==> src/design/ocu_pkg.sv <==
`timescale 1ns / 1ps
// Shared types, constants and helper functions for the orbit camera update unit.
// Used by ocu_mul, ocu_cordic and orbit_camera_update_unit. No dependencies.

package ocu_pkg;

	// CORDIC iteration count, valid range 8..24
	localparam int CORDIC_STEPS = 16;
	localparam int STEP_W       = $clog2(CORDIC_STEPS);
	localparam int ATAN_DEPTH   = 24;
	localparam int ATAN_IDX_W   = $clog2(ATAN_DEPTH);

	// CORDIC datapath word: sine/cosine scaled by 2^30, angle in radians * 2^30
	localparam int CS_W = 32;
	localparam logic signed [CS_W-1:0] CORDIC_X0 = 32'sh26DD3B6A;

	// shared multiplier operand widths
	localparam int MUL_A_W = 27;
	localparam int MUL_B_W = 32;
	localparam int MUL_P_W = MUL_A_W + MUL_B_W;

	// angle formats: 1/128 degree, full turn 46080
	localparam int TURN     = 46080;
	localparam int HALF     = 23040;
	localparam int QUARTER  = 11520;
	localparam int DIST_MAX = 16777215;
	localparam int RAD_K    = 37480660;

	// orbit delta = floor((dx*384 + 5) / 10); offset keeps the dividend positive
	localparam int ORB_N_OFS   = 41943045;
	localparam int DIV10_RECIP = 53687092;
	// orbit + offset - biased quotient, always positive, then reduced mod 46080
	localparam int ORB_T_OFS   = 5484544;
	localparam int DIV45_RECIP = 5826;

	typedef enum logic [2:0] {
		CFG_ZOOM_GAIN   = 3'd0,
		CFG_PITCH_GAIN  = 3'd1,
		CFG_MIN_DIST    = 3'd2,
		CFG_PITCH_FLOOR = 3'd3,
		CFG_PITCH_CEIL  = 3'd4,
		CFG_PITCH_BIAS  = 3'd5,
		CFG_HEIGHT_BIAS = 3'd6
	} cfg_reg_t;

	typedef struct packed {
		logic start;
		logic neg;
	} cordic_req_t;

	typedef struct packed {
		logic signed [14:0] ang;
		logic               neg;
	} fold_t;

	function automatic logic signed [CS_W-1:0] atan_entry(input logic [ATAN_IDX_W-1:0] idx);
		logic signed [CS_W-1:0] r;
		case (idx)
			5'd0:    r = 32'sh3243F6A8;
			5'd1:    r = 32'sh1DAC6705;
			5'd2:    r = 32'sh0FADBAFC;
			5'd3:    r = 32'sh07F56EA6;
			5'd4:    r = 32'sh03FEAB76;
			5'd5:    r = 32'sh01FFD55B;
			5'd6:    r = 32'sh00FFFAAA;
			5'd7:    r = 32'sh007FFF55;
			5'd8:    r = 32'sh003FFFEA;
			5'd9:    r = 32'sh001FFFFD;
			5'd10:   r = 32'sh000FFFFF;
			5'd11:   r = 32'sh0007FFFF;
			5'd12:   r = 32'sh0003FFFF;
			5'd13:   r = 32'sh0001FFFF;
			5'd14:   r = 32'sh0000FFFF;
			5'd15:   r = 32'sh00007FFF;
			5'd16:   r = 32'sh00003FFF;
			5'd17:   r = 32'sh00001FFF;
			5'd18:   r = 32'sh00000FFF;
			5'd19:   r = 32'sh000007FF;
			5'd20:   r = 32'sh000003FF;
			5'd21:   r = 32'sh000001FF;
			5'd22:   r = 32'sh000000FF;
			5'd23:   r = 32'sh0000007F;
			default: r = '0;
		endcase
		return r;
	endfunction

	// raw angle in [0, 92160) -> signed angle in [-11520, 11520] plus half-turn flag
	function automatic fold_t fold_angle(input logic [16:0] raw);
		logic [16:0]        a;
		logic signed [17:0] s;
		fold_t              r;
		a = (raw >= 17'(TURN)) ? raw - 17'(TURN) : raw;
		s = signed'({1'b0, a});
		r.neg = 1'b0;
		if (a > 17'(QUARTER) && a <= 17'(TURN - QUARTER)) begin
			s = s - 18'(HALF);
			r.neg = 1'b1;
		end else if (a > 17'(TURN - QUARTER)) begin
			s = s - 18'(TURN);
		end
		r.ang = s[14:0];
		return r;
	endfunction

	function automatic logic signed [31:0] sat32(input logic signed [33:0] v);
		logic signed [31:0] r;
		if (v > 34'sd2147483647)
			r = 32'sh7FFFFFFF;
		else if (v < -34'sd2147483648)
			r = 32'sh80000000;
		else
			r = v[31:0];
		return r;
	endfunction

endpackage

==> src/design/ocu_mul.sv <==
`timescale 1ns / 1ps
// Shared signed multiplier with registered product.
// Depends on ocu_pkg for operand widths.

module ocu_mul (
	input  logic                                clk,
	input  logic signed [ocu_pkg::MUL_A_W-1:0] a,
	input  logic signed [ocu_pkg::MUL_B_W-1:0] b,
	output logic signed [ocu_pkg::MUL_P_W-1:0] p
);

	logic signed [ocu_pkg::MUL_P_W-1:0] p_q;

	always_ff @(posedge clk) begin
		p_q <= a * b;
	end

	assign p = p_q;

endmodule

==> config.mk <==
export PLATFORM = sky130hd
export DESIGN_NAME = ocu_mul
export DESIGN_NICKNAME = d
export VERILOG_FILES = /design/src/design/ocu_pkg.sv /design/src/design/ocu_mul.sv
export SDC_FILE = /design/constraint.sdc
export NUM_CORES = 2
export LEC_CHECK = 0
export ABC_AREA = 1
export BUFFER_PORTS_ARGS = -buffer_cell sky130_fd_sc_hd__buf_4
export CAP_MARGIN = 20
export CORE_MARGIN = 2
export CORE_UTILIZATION = 65
export DETAILED_ROUTE_END_ITERATION = 7
export GPL_ROUTABILITY_DRIVEN = 0
export PLACE_DENSITY = 0.82
export SETUP_SLACK_MARGIN = 0.4
export SLEW_MARGIN = 20
export SYNTH_ARGS = -nofsm -noshare
export SYNTH_HDL_FRONTEND = slang
export SYNTH_SLANG_ARGS = --single-unit
==> constraint.sdc <==
create_clock -name clk -period 10.3 [get_ports clk]
set_input_delay 1.545 -clock clk [delete_from_list [all_inputs] [get_ports clk]]
set_output_delay 1.545 -clock clk [all_outputs]
set_load 0.005 [all_outputs]
==> results.md <==
- First-pass GRT wire length: 144,000 um
- Syn-to-layout area delta: 3.98%
- Data required time of the critical path: 10.53 ns
- Post-Route Setup TNS: 0 ns
- Count of maximum capacitance violations: 0
- Drt via density: 5.31
- Final routed wirelength across all metal layers: 86,500 um
- Fraction of final layout cells with drive strength greater than 1: 0.0411
- Antenna Violating Nets Remaining: 0
- CORE AREA: 51,500 um2
- Type of the worst setup path: input pin to flip-flop
- Number of flip-flops and latches in the synthesized netlist: 59
- Combined area of all synthesized cells: 34,000 um2
- Antenna violations before repair: 2
- Hold Slack: 1.63 ns
- CP arrival: 8.21 ns
- I/O pin count: 119
- Setup repair after global routing missed its margin: false
- Adder-cell share of the synthesized area: 0.584
- Highest net fanout along the worst path: 32
- Unique masters post-synth: 32
- Status: completed
- Min Clock Period, post-route: 7.97 ns
- Starting utilization of the core area: 0.659
- Commonest non-fill, non-tap cell in the layout: sky130_fd_sc_hd__inv_1
- Mapped Avg Cell Area: 7.73 um2
- Max reg flops: 59
- Number of hold violations in the final report: 0
- CTS tree: built
- Buffer type at the clock tree root: sky130_fd_sc_hd__clkbuf_16
- Num Clock Sinks: 59
- Largest family of logic cells by synthesized area: adder cells
- Vias in the first global route: 29,100
- Syn Nets: 5,508
- H-tree levels: 3
- Number of search-and-repair iterations in the first detailed-routing pass: 8
- Final setup violation count: 0
- Number of buffers created by CTS: 9
- Register clock-pin slew on the reported worst setup and hold paths: 0.07 ns
- Worst hold-check path type: input pin to flip-flop
- Fraction of synthesized cell area in xor and xnor cells: 0.00903
- Rows: 83
- Buffer count from post-CTS setup fixing: 0
- Synth Area in Compound Gates: 0.0161
- Number of slew-limit violations in the final report: 0
- Final net count: 5,461
- Number of DRC markers in iteration 0: 2,504
- GR Util All Layers: 0.343
- Highest clock frequency the design can meet: 0.125 GHz
- Total Die Area: 54,100 um2
- Core occupancy in the finished layout: 0.686
- Commonest cells after routing, fill and taps aside: sky130_fd_sc_hd__inv_1 (1,493), sky130_fd_sc_hd__nand2_1 (1,244), sky130_fd_sc_hd__fa_1 (886), sky130_fd_sc_hd__ha_1 (168), sky130_fd_sc_hd__buf_4 (119)
- Ratio of final minimum period to clock period: 0.774
- Worst Tran Pin Value: 0.718 ns
- Crit start category: input pin
- Hold_buf cts: 0
- Total global routing overflow: 0
- Mux cell area share after synthesis: 0
- Category of the worst setup path capture point: flip-flop
- Clock Path Buffers: 2
- Number of synthesis warnings: 0
- Placed wire-length estimate: 72,600 um
- Horizontal die dimension: 233 um
- Vias: 26,700
- Die Y-Extent: 233 um
- DR DRC count: 0
- Max-Slew Margin vs Limit: 0.516
- Cell count after synthesis: 4,394
- Simple-gate portion of the synthesized area: 0.171
- Pin count of the biggest net entering global routing: 33
- CTS resizes: 0
- Number of port buffers: 118
- Routed length per instance: 17.2 um
- Sequential fraction of the synthesis area: 0.0348
-- final timing paths --
path	end	start	cells after the start	slack, ns
hold / removal	p[0]	a[0]	3	1.63
setup / recovery	p[58]	a[0]	26	2.33
-- stage by stage --
step | cells | setup slack, ns | instance area [um2]
after floorplan | 4394 | 2.55 | 34000
after global placement | 5016 | 2.16 | 35000
after detailed placement | 5016 | 2.01 | 35000
after CTS | 5032 | 2.36 | 35300
after global routing | 5033 | 1.79 | 35300
final | 5033 | 2.33 | 35300
-- final cells by class --
cell class	instances	area [um2]
multi-input combinational	2661	26500
fill	4080	16200
inverter	1497	5620
sequential	59	1180
timing repair buffer	119	893
tap	680	851
clock buffer	10	229
clock inverter	6	41.3
antenna	1	2.50
-- cell families after synthesis --
group	Yosys count
buf+inv	1674
simple gates	1471
fa+ha+maj	1054
compound gates	101
flops	59
xor+xnor	35
-- synthesized netlist by cell type (all sizes together) --
cell type | n | share of area
a21o | 1 | 0.00022
a21oi | 61 | 0.0090
and2 | 1 | 0.00018
and3 | 3 | 0.00055
buf | 1 | 0.00011
clkbuf | 176 | 0.019
dfxtp | 59 | 0.035
fa | 886 | 0.52
ha | 168 | 0.062
inv | 1497 | 0.17
nand2 | 1252 | 0.14
nand3 | 53 | 0.0087
nand3b | 6 | 0.0013
nand4 | 16 | 0.0029
nor2 | 122 | 0.015
nor3 | 12 | 0.0022
nor4 | 1 | 0.00018
o21ai | 31 | 0.0050
o21bai | 8 | 0.0019
or2 | 5 | 0.00092
xnor2 | 5 | 0.0013
xor2 | 30 | 0.0077
-- metal layers --
layer  vias to the layer above  global-route usage  wire, um
met5                         -                   0        10
met2                      1347               0.610     43800
met4                         2               0.178      5400
met1                     13200               0.412     30400
met3                       354              0.0390      6900
li1                      11800                   -         -
-- critical path, stage by stage --
cell and delay [ns]:
sky130_fd_sc_hd__buf_4 0.22, sky130_fd_sc_hd__nand2_1 0.20, sky130_fd_sc_hd__inv_1 0.09, sky130_fd_sc_hd__fa_1 0.71, sky130_fd_sc_hd__fa_1 0.60, sky130_fd_sc_hd__fa_1 0.61, sky130_fd_sc_hd__ha_1 0.50, sky130_fd_sc_hd__inv_1 0.49
sky130_fd_sc_hd__fa_1 0.64, sky130_fd_sc_hd__inv_1 0.05, sky130_fd_sc_hd__fa_1 0.52, sky130_fd_sc_hd__inv_1 0.05, sky130_fd_sc_hd__fa_1 0.48, sky130_fd_sc_hd__inv_1 0.04, sky130_fd_sc_hd__ha_1 0.39, sky130_fd_sc_hd__nand2_1 0.08
sky130_fd_sc_hd__inv_1 0.10, sky130_fd_sc_hd__nand2_1 0.12, sky130_fd_sc_hd__nor2_1 0.19, sky130_fd_sc_hd__nand2_1 0.10, sky130_fd_sc_hd__nor3_1 0.14, sky130_fd_sc_hd__nand2_1 0.10, sky130_fd_sc_hd__inv_1 0.07, sky130_fd_sc_hd__nor2_1 0.04
sky130_fd_sc_hd__nand2_1 0.05, sky130_fd_sc_hd__nand2_1 0.04
Power is not shown: default switching activity piles up to over one toggle a cycle in this logic, so the estimate is an artifact.
