File: src/design/ocu_pkg.sv
`timescale 1ns / 1ps
// Shared types, constants and helper functions for the orbit camera update unit.
// Used by ocu_mul, ocu_cordic and orbit_camera_update_unit. No dependencies.

package ocu_pkg;

	// CORDIC iteration count, valid range 8..24
	localparam int CORDIC_STEPS = 16;
	localparam int STEP_W       = $clog2(CORDIC_STEPS);
	localparam int ATAN_DEPTH   = 24;
	localparam int ATAN_IDX_W   = $clog2(ATAN_DEPTH);

	// CORDIC datapath word: sine/cosine scaled by 2^30, angle in radians * 2^30
	localparam int CS_W = 32;
	localparam logic signed [CS_W-1:0] CORDIC_X0 = 32'sh26DD3B6A;

	// shared multiplier operand widths
	localparam int MUL_A_W = 27;
	localparam int MUL_B_W = 32;
	localparam int MUL_P_W = MUL_A_W + MUL_B_W;

	// angle formats: 1/128 degree, full turn 46080
	localparam int TURN     = 46080;
	localparam int HALF     = 23040;
	localparam int QUARTER  = 11520;
	localparam int DIST_MAX = 16777215;
	localparam int RAD_K    = 37480660;

	// orbit delta = floor((dx*384 + 5) / 10); offset keeps the dividend positive
	localparam int ORB_N_OFS   = 41943045;
	localparam int DIV10_RECIP = 53687092;
	// orbit + offset - biased quotient, always positive, then reduced mod 46080
	localparam int ORB_T_OFS   = 5484544;
	localparam int DIV45_RECIP = 5826;

	typedef enum logic [2:0] {
		CFG_ZOOM_GAIN   = 3'd0,
		CFG_PITCH_GAIN  = 3'd1,
		CFG_MIN_DIST    = 3'd2,
		CFG_PITCH_FLOOR = 3'd3,
		CFG_PITCH_CEIL  = 3'd4,
		CFG_PITCH_BIAS  = 3'd5,
		CFG_HEIGHT_BIAS = 3'd6
	} cfg_reg_t;

	typedef struct packed {
		logic start;
		logic neg;
	} cordic_req_t;

	typedef struct packed {
		logic signed [14:0] ang;
		logic               neg;
	} fold_t;

	function automatic logic signed [CS_W-1:0] atan_entry(input logic [ATAN_IDX_W-1:0] idx);
		logic signed [CS_W-1:0] r;
		case (idx)
			5'd0:    r = 32'sh3243F6A8;
			5'd1:    r = 32'sh1DAC6705;
			5'd2:    r = 32'sh0FADBAFC;
			5'd3:    r = 32'sh07F56EA6;
			5'd4:    r = 32'sh03FEAB76;
			5'd5:    r = 32'sh01FFD55B;
			5'd6:    r = 32'sh00FFFAAA;
			5'd7:    r = 32'sh007FFF55;
			5'd8:    r = 32'sh003FFFEA;
			5'd9:    r = 32'sh001FFFFD;
			5'd10:   r = 32'sh000FFFFF;
			5'd11:   r = 32'sh0007FFFF;
			5'd12:   r = 32'sh0003FFFF;
			5'd13:   r = 32'sh0001FFFF;
			5'd14:   r = 32'sh0000FFFF;
			5'd15:   r = 32'sh00007FFF;
			5'd16:   r = 32'sh00003FFF;
			5'd17:   r = 32'sh00001FFF;
			5'd18:   r = 32'sh00000FFF;
			5'd19:   r = 32'sh000007FF;
			5'd20:   r = 32'sh000003FF;
			5'd21:   r = 32'sh000001FF;
			5'd22:   r = 32'sh000000FF;
			5'd23:   r = 32'sh0000007F;
			default: r = '0;
		endcase
		return r;
	endfunction

	// raw angle in [0, 92160) -> signed angle in [-11520, 11520] plus half-turn flag
	function automatic fold_t fold_angle(input logic [16:0] raw);
		logic [16:0]        a;
		logic signed [17:0] s;
		fold_t              r;
		a = (raw >= 17'(TURN)) ? raw - 17'(TURN) : raw;
		s = signed'({1'b0, a});
		r.neg = 1'b0;
		if (a > 17'(QUARTER) && a <= 17'(TURN - QUARTER)) begin
			s = s - 18'(HALF);
			r.neg = 1'b1;
		end else if (a > 17'(TURN - QUARTER)) begin
			s = s - 18'(TURN);
		end
		r.ang = s[14:0];
		return r;
	endfunction

	function automatic logic signed [31:0] sat32(input logic signed [33:0] v);
		logic signed [31:0] r;
		if (v > 34'sd2147483647)
			r = 32'sh7FFFFFFF;
		else if (v < -34'sd2147483648)
			r = 32'sh80000000;
		else
			r = v[31:0];
		return r;
	endfunction

endpackage

File: src/design/ocu_cordic.sv
`timescale 1ns / 1ps
// Iterative rotation-mode CORDIC, one micro-rotation per cycle.
// Depends on ocu_pkg (step count, arctangent table, request struct).

module ocu_cordic (
	input  logic                              clk,
	input  logic                              arst_n,
	input  ocu_pkg::cordic_req_t              req,
	input  logic signed [ocu_pkg::CS_W-1:0]  z_init,
	output logic                              done,
	output logic signed [ocu_pkg::CS_W-1:0]  sin_val,
	output logic signed [ocu_pkg::CS_W-1:0]  cos_val
);

	logic signed [ocu_pkg::CS_W-1:0] x_q, y_q, z_q;
	logic [ocu_pkg::STEP_W-1:0]       cnt_q;
	logic                             busy_q, done_q, neg_q;
	logic signed [ocu_pkg::CS_W-1:0] xs, ys, at, x_nx, y_nx, z_nx;

	always_comb begin
		xs = x_q >>> cnt_q;
		ys = y_q >>> cnt_q;
		at = ocu_pkg::atan_entry(ocu_pkg::ATAN_IDX_W'(cnt_q));
		if (!z_q[ocu_pkg::CS_W-1]) begin
			x_nx = x_q - ys;
			y_nx = y_q + xs;
			z_nx = z_q - at;
		end else begin
			x_nx = x_q + ys;
			y_nx = y_q - xs;
			z_nx = z_q + at;
		end
	end

	always_ff @(posedge clk or negedge arst_n) begin
		if (!arst_n) begin
			busy_q <= 1'b0;
			done_q <= 1'b0;
			cnt_q  <= '0;
		end else begin
			done_q <= 1'b0;
			if (req.start) begin
				busy_q <= 1'b1;
				cnt_q  <= '0;
			end else if (busy_q) begin
				cnt_q <= cnt_q + 1'b1;
				if (cnt_q == ocu_pkg::STEP_W'(ocu_pkg::CORDIC_STEPS - 1)) begin
					busy_q <= 1'b0;
					done_q <= 1'b1;
				end
			end
		end
	end

	always_ff @(posedge clk) begin
		if (req.start) begin
			x_q   <= ocu_pkg::CORDIC_X0;
			y_q   <= '0;
			z_q   <= z_init;
			neg_q <= req.neg;
		end else if (busy_q) begin
			x_q <= x_nx;
			y_q <= y_nx;
			z_q <= z_nx;
		end
	end

	// half-turn fold flips both results
	assign sin_val = neg_q ? -y_q : y_q;
	assign cos_val = neg_q ? -x_q : x_q;
	assign done    = done_q;

`ifndef ASSERT_OFF
	a_start_idle: assert property (@(posedge clk) disable iff (!arst_n)
		req.start |-> !busy_q)
		else $error("cordic started while busy");
	a_last_done: assert property (@(posedge clk) disable iff (!arst_n)
		(busy_q && !req.start && cnt_q == ocu_pkg::STEP_W'(ocu_pkg::CORDIC_STEPS - 1))
		|=> (done_q && !busy_q))
		else $error("cordic did not finish after last step");
	a_done_idle: assert property (@(posedge clk) disable iff (!arst_n)
		done_q |-> !busy_q)
		else $error("cordic done while still busy");
`endif

endmodule
File: config.mk
export PLATFORM = sky130hd
export DESIGN_NAME = ocu_cordic
export DESIGN_NICKNAME = d
export VERILOG_FILES = /design/src/design/ocu_pkg.sv /design/src/design/ocu_cordic.sv
export SDC_FILE = /design/constraint.sdc
export NUM_CORES = 1
export LEC_CHECK = 0
export BUFFER_PORTS_ARGS = -buffer_cell sky130_fd_sc_hd__buf_2
export CAP_MARGIN = 15
export CORE_ASPECT_RATIO = 0.8
export CORE_MARGIN = 10
export CORE_UTILIZATION = 58
export CTS_CLUSTER_DIAMETER = 100
export DETAILED_ROUTE_END_ITERATION = 8
export GPL_TIMING_DRIVEN = 0
export PLACE_DENSITY = 0.83
export SLEW_MARGIN = 20
export SYNTH_ARGS = -nofsm -noshare
export SYNTH_HDL_FRONTEND = slang
export SYNTH_SLANG_ARGS = --single-unit
File: constraint.sdc
create_clock -name clk -period 7.6 [get_ports clk]
set_clock_uncertainty 0.05 [all_clocks]
set_input_delay 0.76 -clock clk [delete_from_list [all_inputs] [get_ports clk]]
set_output_delay 0.76 -clock clk [all_outputs]
set_load 0.02 [all_outputs]
==> results of run 1 <==
==> area by class of cell <==
class	count	area share [%]
clock inverter	6	0.458
clock buffer	10	1.38
multi-input combinational	1592	72.9
sequential	103	14.5
tap	357	2.68
inverter	53	1.19
timing repair buffer	102	3.17
buffer	137	3.68
==> Yosys cell counts, types with 7 or more instances <==
cell      number
nand2_1      194
xnor2_1      167
nor2_1       146
a21oi_1      145
o21ai_0      145
ha_1         120
clkbuf_1      85
mux4_2        72
dfxtp_1       64
mux2i_1       63
xor2_1        56
inv_1         51
a21o_1        48
edfxtp_1      33
nand3_1       33
buf_1         29
mux2_2        29
a31oi_1       25
or3_1         24
o31ai_1       23
buf_2         20
nor2b_1       20
nand2b_1      19
and3_1        18
a211oi_1      15
nor3_1        15
or2_2         15
and2_1        14
o211ai_1      13
nand4_1       11
or4_1         11
o21bai_1      10
nor4_1         9
o21a_1         9
a221oi_1       8
and4_1         8
a21boi_0       7
a41oi_1        7
o41ai_1        7
==> worst max-delay path, delay by kind of cell, from the launching register on <==
family,cells,cell delay (ns)
compound gates,9,2.27
xor+xnor,1,0.33
fa+ha+maj,1,0.33
buf+inv,5,1.93
flops,1,0.46
mux,2,0.57
simple gates,4,1.35
==> logic make-up after synthesis <==
logic type | synth area share (%)
flip-flops | 15.9
buffers and inverters | 5.07
XOR/XNOR | 12.8
adder cells (fa/ha/maj) | 10.2
multiplexers | 17.0
AND/OR/NAND/NOR | 17.3
AO/OA/AOI/OAI | 21.8
==> worst paths after layout <==
path	start	to	slack, ns
worst min-delay path	arst_n	cnt_q[3]	0.16
max in group asynchronous	arst_n	busy_q	7.14
worst max register to register	cnt_q[1]	x_q[31]	0.20
worst max-delay path	cnt_q[1]	x_q[31]	0.20
min in group clk	req[0]	neg_q	0.50
worst min register to register	y_q[0]	y_q[0]	0.57
==> repair_timing <==
item | 4_1_cts | 5_1_grt
gates resized for setup | 15 | 29
gates cloned | 0 | 0
hold endpoints to repair | 0 | 0
setup endpoints to repair | 18 | 27
pin swaps | 0 | 1
buffers inserted | 0 | 1
==> stage by stage <==
step	cell area, um^2	setup slack (ns)
4_1_cts	16600	0.0184
3_5_place_dp	16200	-1.08
3_3_place_gp	16200	-0.855
6_report	16700	0.201
2_1_floorplan	15300	1.61
5_1_grt	16700	0.0389
==> sequential cells by signal, indices dropped and copies added, names as in the netlist <==
register  cells
busy_q        1
cnt_q         4
x_q          32
neg_q         1
done          1
y_q          32
z_q          32
==> routing by layer <==
metal	track usage (%)	wire, um
met1	51.1	25900
met2	54.4	26300
met3	14.6	10900
met4	18.8	3810
met5	1.34	30
==> impl_metrics.tcl, run 1 <==
set metrics [dict create \
    h-tree-depth 3 \
    synth_area_leaders "mux4_2 (11%), ha_1 (9.8%), xnor2_1 (9.6%)" \
    outcome "finished clean" \
    hp-class "input port to asynchronous set/reset pin" \
    globalRouteTotalUtil_pct 38.7 \
    root_buffer "clkbuf_16" \
    cts.clk_slew.worst_paths_ns 0.10 \
    core_area_um2 26100 \
    die_h_um 165 \
    cp_max_fo 10 \
    critPathRequiredTime_ns 7.83 \
    maxCapViolCount 0 \
    layout_commonest_cell "nand2_1" \
    seq_area_um2 2420 \
    synth-seq-cells 103 \
    synth_warnings 0 \
    cts_num_sinks 103 \
    crit_type "flop to flop" \
    rr_worst_depth 22 \
    cts_made_buffers 9 \
    synth_top_flop_cell "dfxtp_1" \
    multi_input_area_um2 12100 \
    slew_headroom_pct 12.9 \
    synth_area_um2 15300 \
    synth_top_area_share_pct 10.6 \
    rsz0062_at_grt "no" \
    fin_crit_sh_pct 97.4 \
    yosysUniqueCellTypes 82 \
    die_area_um2 33200 \
    setup-tns-final_ns 0 \
    slowest_delay_ns 0.61 \
    synth-edff-count 33 \
    nets 2157 \
    grt_overflow 0 \
    end_kind "flop" \
    wire_per_inst_um 28.4 \
    start_util_pct 58.5 \
    layout-drive-gt1-share_pct 14.8 \
    grt_max_degree 31 \
    clockBufferDepth 2 \
    arrival_ns 7.63 \
    drtAntennaViolNets 0 \
    clk_latency_ns 0.39 \
    layout.cells.non_filler 2360 \
    hold_buffers 0 \
    drt_iter0_markers 2864 \
    cpMaxStageDelayCell "clkinv_1" \
    mostFrequentLayoutCells "nand2_1 (194), xnor2_1 (167), nor2_1 (144)" \
    yosys.area.top_type "mux4_2" \
    grt_pass1_wl_um 97300 \
    place_congestion 1.08 \
    rows 53 \
    finalCriticalPeriod_ns 7.40 \
    grt_antenna_before_repair 1 \
    postLayoutCoreUtil_pct 63.9 \
    syn-instance-count 1888 \
    final_max_slew_viol_count 0 \
    cts_tree "built" \
    placed_cells 2346 \
    worst_slew_pin_slew_ns 1.31 \
    fillers 2290 \
    drt-total-wl_um 67000 \
    ys_seq_area_share_pct 15.9 \
    io_pins 101 \
    antenna_cells 0 \
    port_buffers 100 \
    finalSetupViolCount 0 \
    synth_fp_nets 2047 \
    hold_slack_ns 0.157 \
    fmaxAchievable_mhz 135 \
    hold_viol_final 0 \
    avgSynthCellArea_um2 8.08 \
    grt_pass1_vias 15500 \
    area_growth_pct 9.16 \
    crit_chain "buf_2 > buf_4 > clkbuf_4 > buf_4 > clkinv_1 > a211oi_1 > o21ai_0 > a31oi_1 > nand4_1 > nor2_1 > a21oi_1 > xnor2_1 > ha_1 > a21oi_1 > o21ai_0 > a221oi_2 > nand4_1 > o211ai_1 > a211oi_1 > or4_1 > mux2i_1 > mux2_1" \
    dp_hpwl_um 50600 \
    die_x_um 201 \
    via_per_inst 7.11 \
    critPathLaunchType "flop" \
    ys_async_sr_fraction_pct 5.83 \
    drc 0 \
    dr.pass1.iters 6 \
    routed-via-count 16800 \
]
Power of run 1 is not shown: default switching activity piles up to over one toggle a cycle in this logic, so the estimate is an artifact.
==> run 2, diff against run 1 <==
--- a/config.mk
+++ b/config.mk
@@ -5,15 +5,15 @@
 export SDC_FILE = /design/constraint.sdc
 export NUM_CORES = 1
 export LEC_CHECK = 0
-export BUFFER_PORTS_ARGS = -buffer_cell sky130_fd_sc_hd__buf_2
 export CAP_MARGIN = 15
 export CORE_ASPECT_RATIO = 0.8
 export CORE_MARGIN = 10
 export CORE_UTILIZATION = 58
 export CTS_CLUSTER_DIAMETER = 100
 export DETAILED_ROUTE_END_ITERATION = 8
+export DONT_BUFFER_PORTS = 1
 export GPL_TIMING_DRIVEN = 0
-export PLACE_DENSITY = 0.83
+export PLACE_DENSITY = 0.8
 export SLEW_MARGIN = 20
 export SYNTH_ARGS = -nofsm -noshare
 export SYNTH_HDL_FRONTEND = slang
==> impl_metrics.tcl, run 2 (synthesis gave the netlist of run 1 again) <==
set metrics [dict create \
    outcome "finished clean" \
    clockBufferDepth 2 \
    met2_usage_pct 53.7 \
    maxCapViolCount 0 \
    mostFrequentLayoutCells "nand2_1 (194), xnor2_1 (166), nor2_1 (145), a21oi_1 (145), o21ai_0 (144)" \
    wire_per_inst_um 29.0 \
    hold_viol_final 0 \
    cts_tree "built" \
    rrSetupSlack_ns 0.18 \
    cts_made_buffers 9 \
    grt_pass1_vias 14800 \
    grt_max_degree 35 \
    io_pins 101 \
    use_met3_pct 15.6 \
    critPathLaunchType "flop" \
    area_growth_pct 5.28 \
    layout-drive-gt1-share_pct 9.72 \
    hold_buffers 0 \
    core_area_um2 26100 \
    drc 0 \
    final_max_slew_viol_count 0 \
    rows 53 \
    drt-total-wl_um 65500 \
    place_congestion 1.06 \
    grt-busiest-layer "met2" \
    crit_path_end "z_q[27]" \
    r2r_start "cnt_q[2]" \
    die_area_um2 33200 \
    grtUsageMet1_pct 50.3 \
    drtAntennaViolNets 0 \
    nets 2057 \
    crit_start "cnt_q[2]" \
    finalSetupViolCount 0 \
    fmaxAchievable_mhz 135 \
    via_per_inst 7.14 \
    finalCriticalPeriod_ns 7.42 \
    critPathRequiredTime_ns 7.63 \
    port_buffers 0 \
    routed-via-count 16100 \
    grt_overflow 0 \
    drt_iter0_markers 2493 \
    slew_headroom_pct 19.1 \
    clk_latency_ns 0.38 \
    rr_endpoint "z_q[27]" \
    start_util_pct 58.5 \
    fillers 2374 \
    rsz0062_at_grt "no" \
    globalRouteTotalUtil_pct 38.1 \
    arrival_ns 7.45 \
    crit_type "flop to flop" \
    rr_worst_depth 24 \
    cts.clk_slew.worst_paths_ns 0.09 \
    fin_crit_sh_pct 97.6 \
    postLayoutCoreUtil_pct 61.6 \
    largestRegisters "x_q (32), y_q (32), z_q (32)" \
    cp_max_fo 10 \
    die_h_um 165 \
    root_buffer "clkbuf_16" \
    h-tree-depth 3 \
    dr.pass1.iters 9 \
    end_kind "flop" \
    grt_pass1_wl_um 95400 \
    grt_antenna_before_repair 1 \
    layout_commonest_cell "nand2_1" \
    die_x_um 201 \
    worst_slew_pin_slew_ns 1.21 \
    dp_hpwl_um 49700 \
    hp-class "input port to asynchronous set/reset pin" \
    cts_num_sinks 103 \
]
[run 2: layout make-up]
class	instances	area, um^2	share of cell area (%)
multi-input combinational	1592	12100	75.3
buffer	136	604	3.76
antenna	1	2.50	0.0156
inverter	53	199	1.24
tap	357	447	2.78
sequential	103	2420	15.1
timing repair buffer	3	22.5	0.140
clock inverter	4	30.0	0.187
clock buffer	12	236	1.47
[run 2: repair_timing]
item                       in CTS  in global routing
setup buffers                   0                  3
setup endpoints to repair      20                 24
pin swaps                       0                  2
gates resized for setup        13                 24
[run 2: worst min path at each step]
stage | cells past startpoint | slack (ns) | endpoint | from
after floorplan | 0 | 0.41 | busy_q | arst_n
after global placement | 0 | 0.41 | done | arst_n
after detailed placement | 0 | 0.41 | done | arst_n
after CTS | 0 | 0.01 | cnt_q[3] | arst_n
after global routing | 0 | 0.006 | done | arst_n
final | 0 | 0.01 | cnt_q[3] | arst_n
[run 2: critical path, stage by stage (launching register included)]
cell       delay [ns]
dfrtp_1          0.37
clkbuf_1         0.50
clkbuf_1         0.51
clkbuf_2         0.49
clkbuf_1         0.51
clkbuf_2         0.44
nand2_1          0.09
a21oi_1          0.32
inv_1            0.11
nand2_1          0.11
inv_1            0.05
ha_1             0.26
nand2_1          0.06
o21ai_0          0.18
ha_1             0.37
a21o_1           0.15
a21o_1           0.21
a2111oi_1        0.53
o21ai_0          0.26
a211oi_1         0.40
o21ai_0          0.30
nand4_1          0.31
o211a_1          0.27
xnor2_1          0.12
o21ai_0          0.09
[run 2: routing by layer]
layer  share of wire (%)  up-vias
met3                  16      208
li1                    -     6950
met5                   0        -
met4                 4.9        0
met2                  40     1321
met1                  40     7661
[run 2: stage by stage]
step	std cells	worst slack, ns	instance area (um^2)	hold WS (ns)	TNS (ns)
global route	2260	0.00281	16100	0.00648	0
CTS	2260	0.00510	16000	0.0120	0
detailed placement	2245	-1.00	15700	0.415	-9.00
global placement	2245	-0.821	15700	0.415	-6.26
finish	2261	0.181	16100	0.0108	0
floorplan	1888	1.61	15300	0.414	0
Power of run 2 is left out for the same reason.
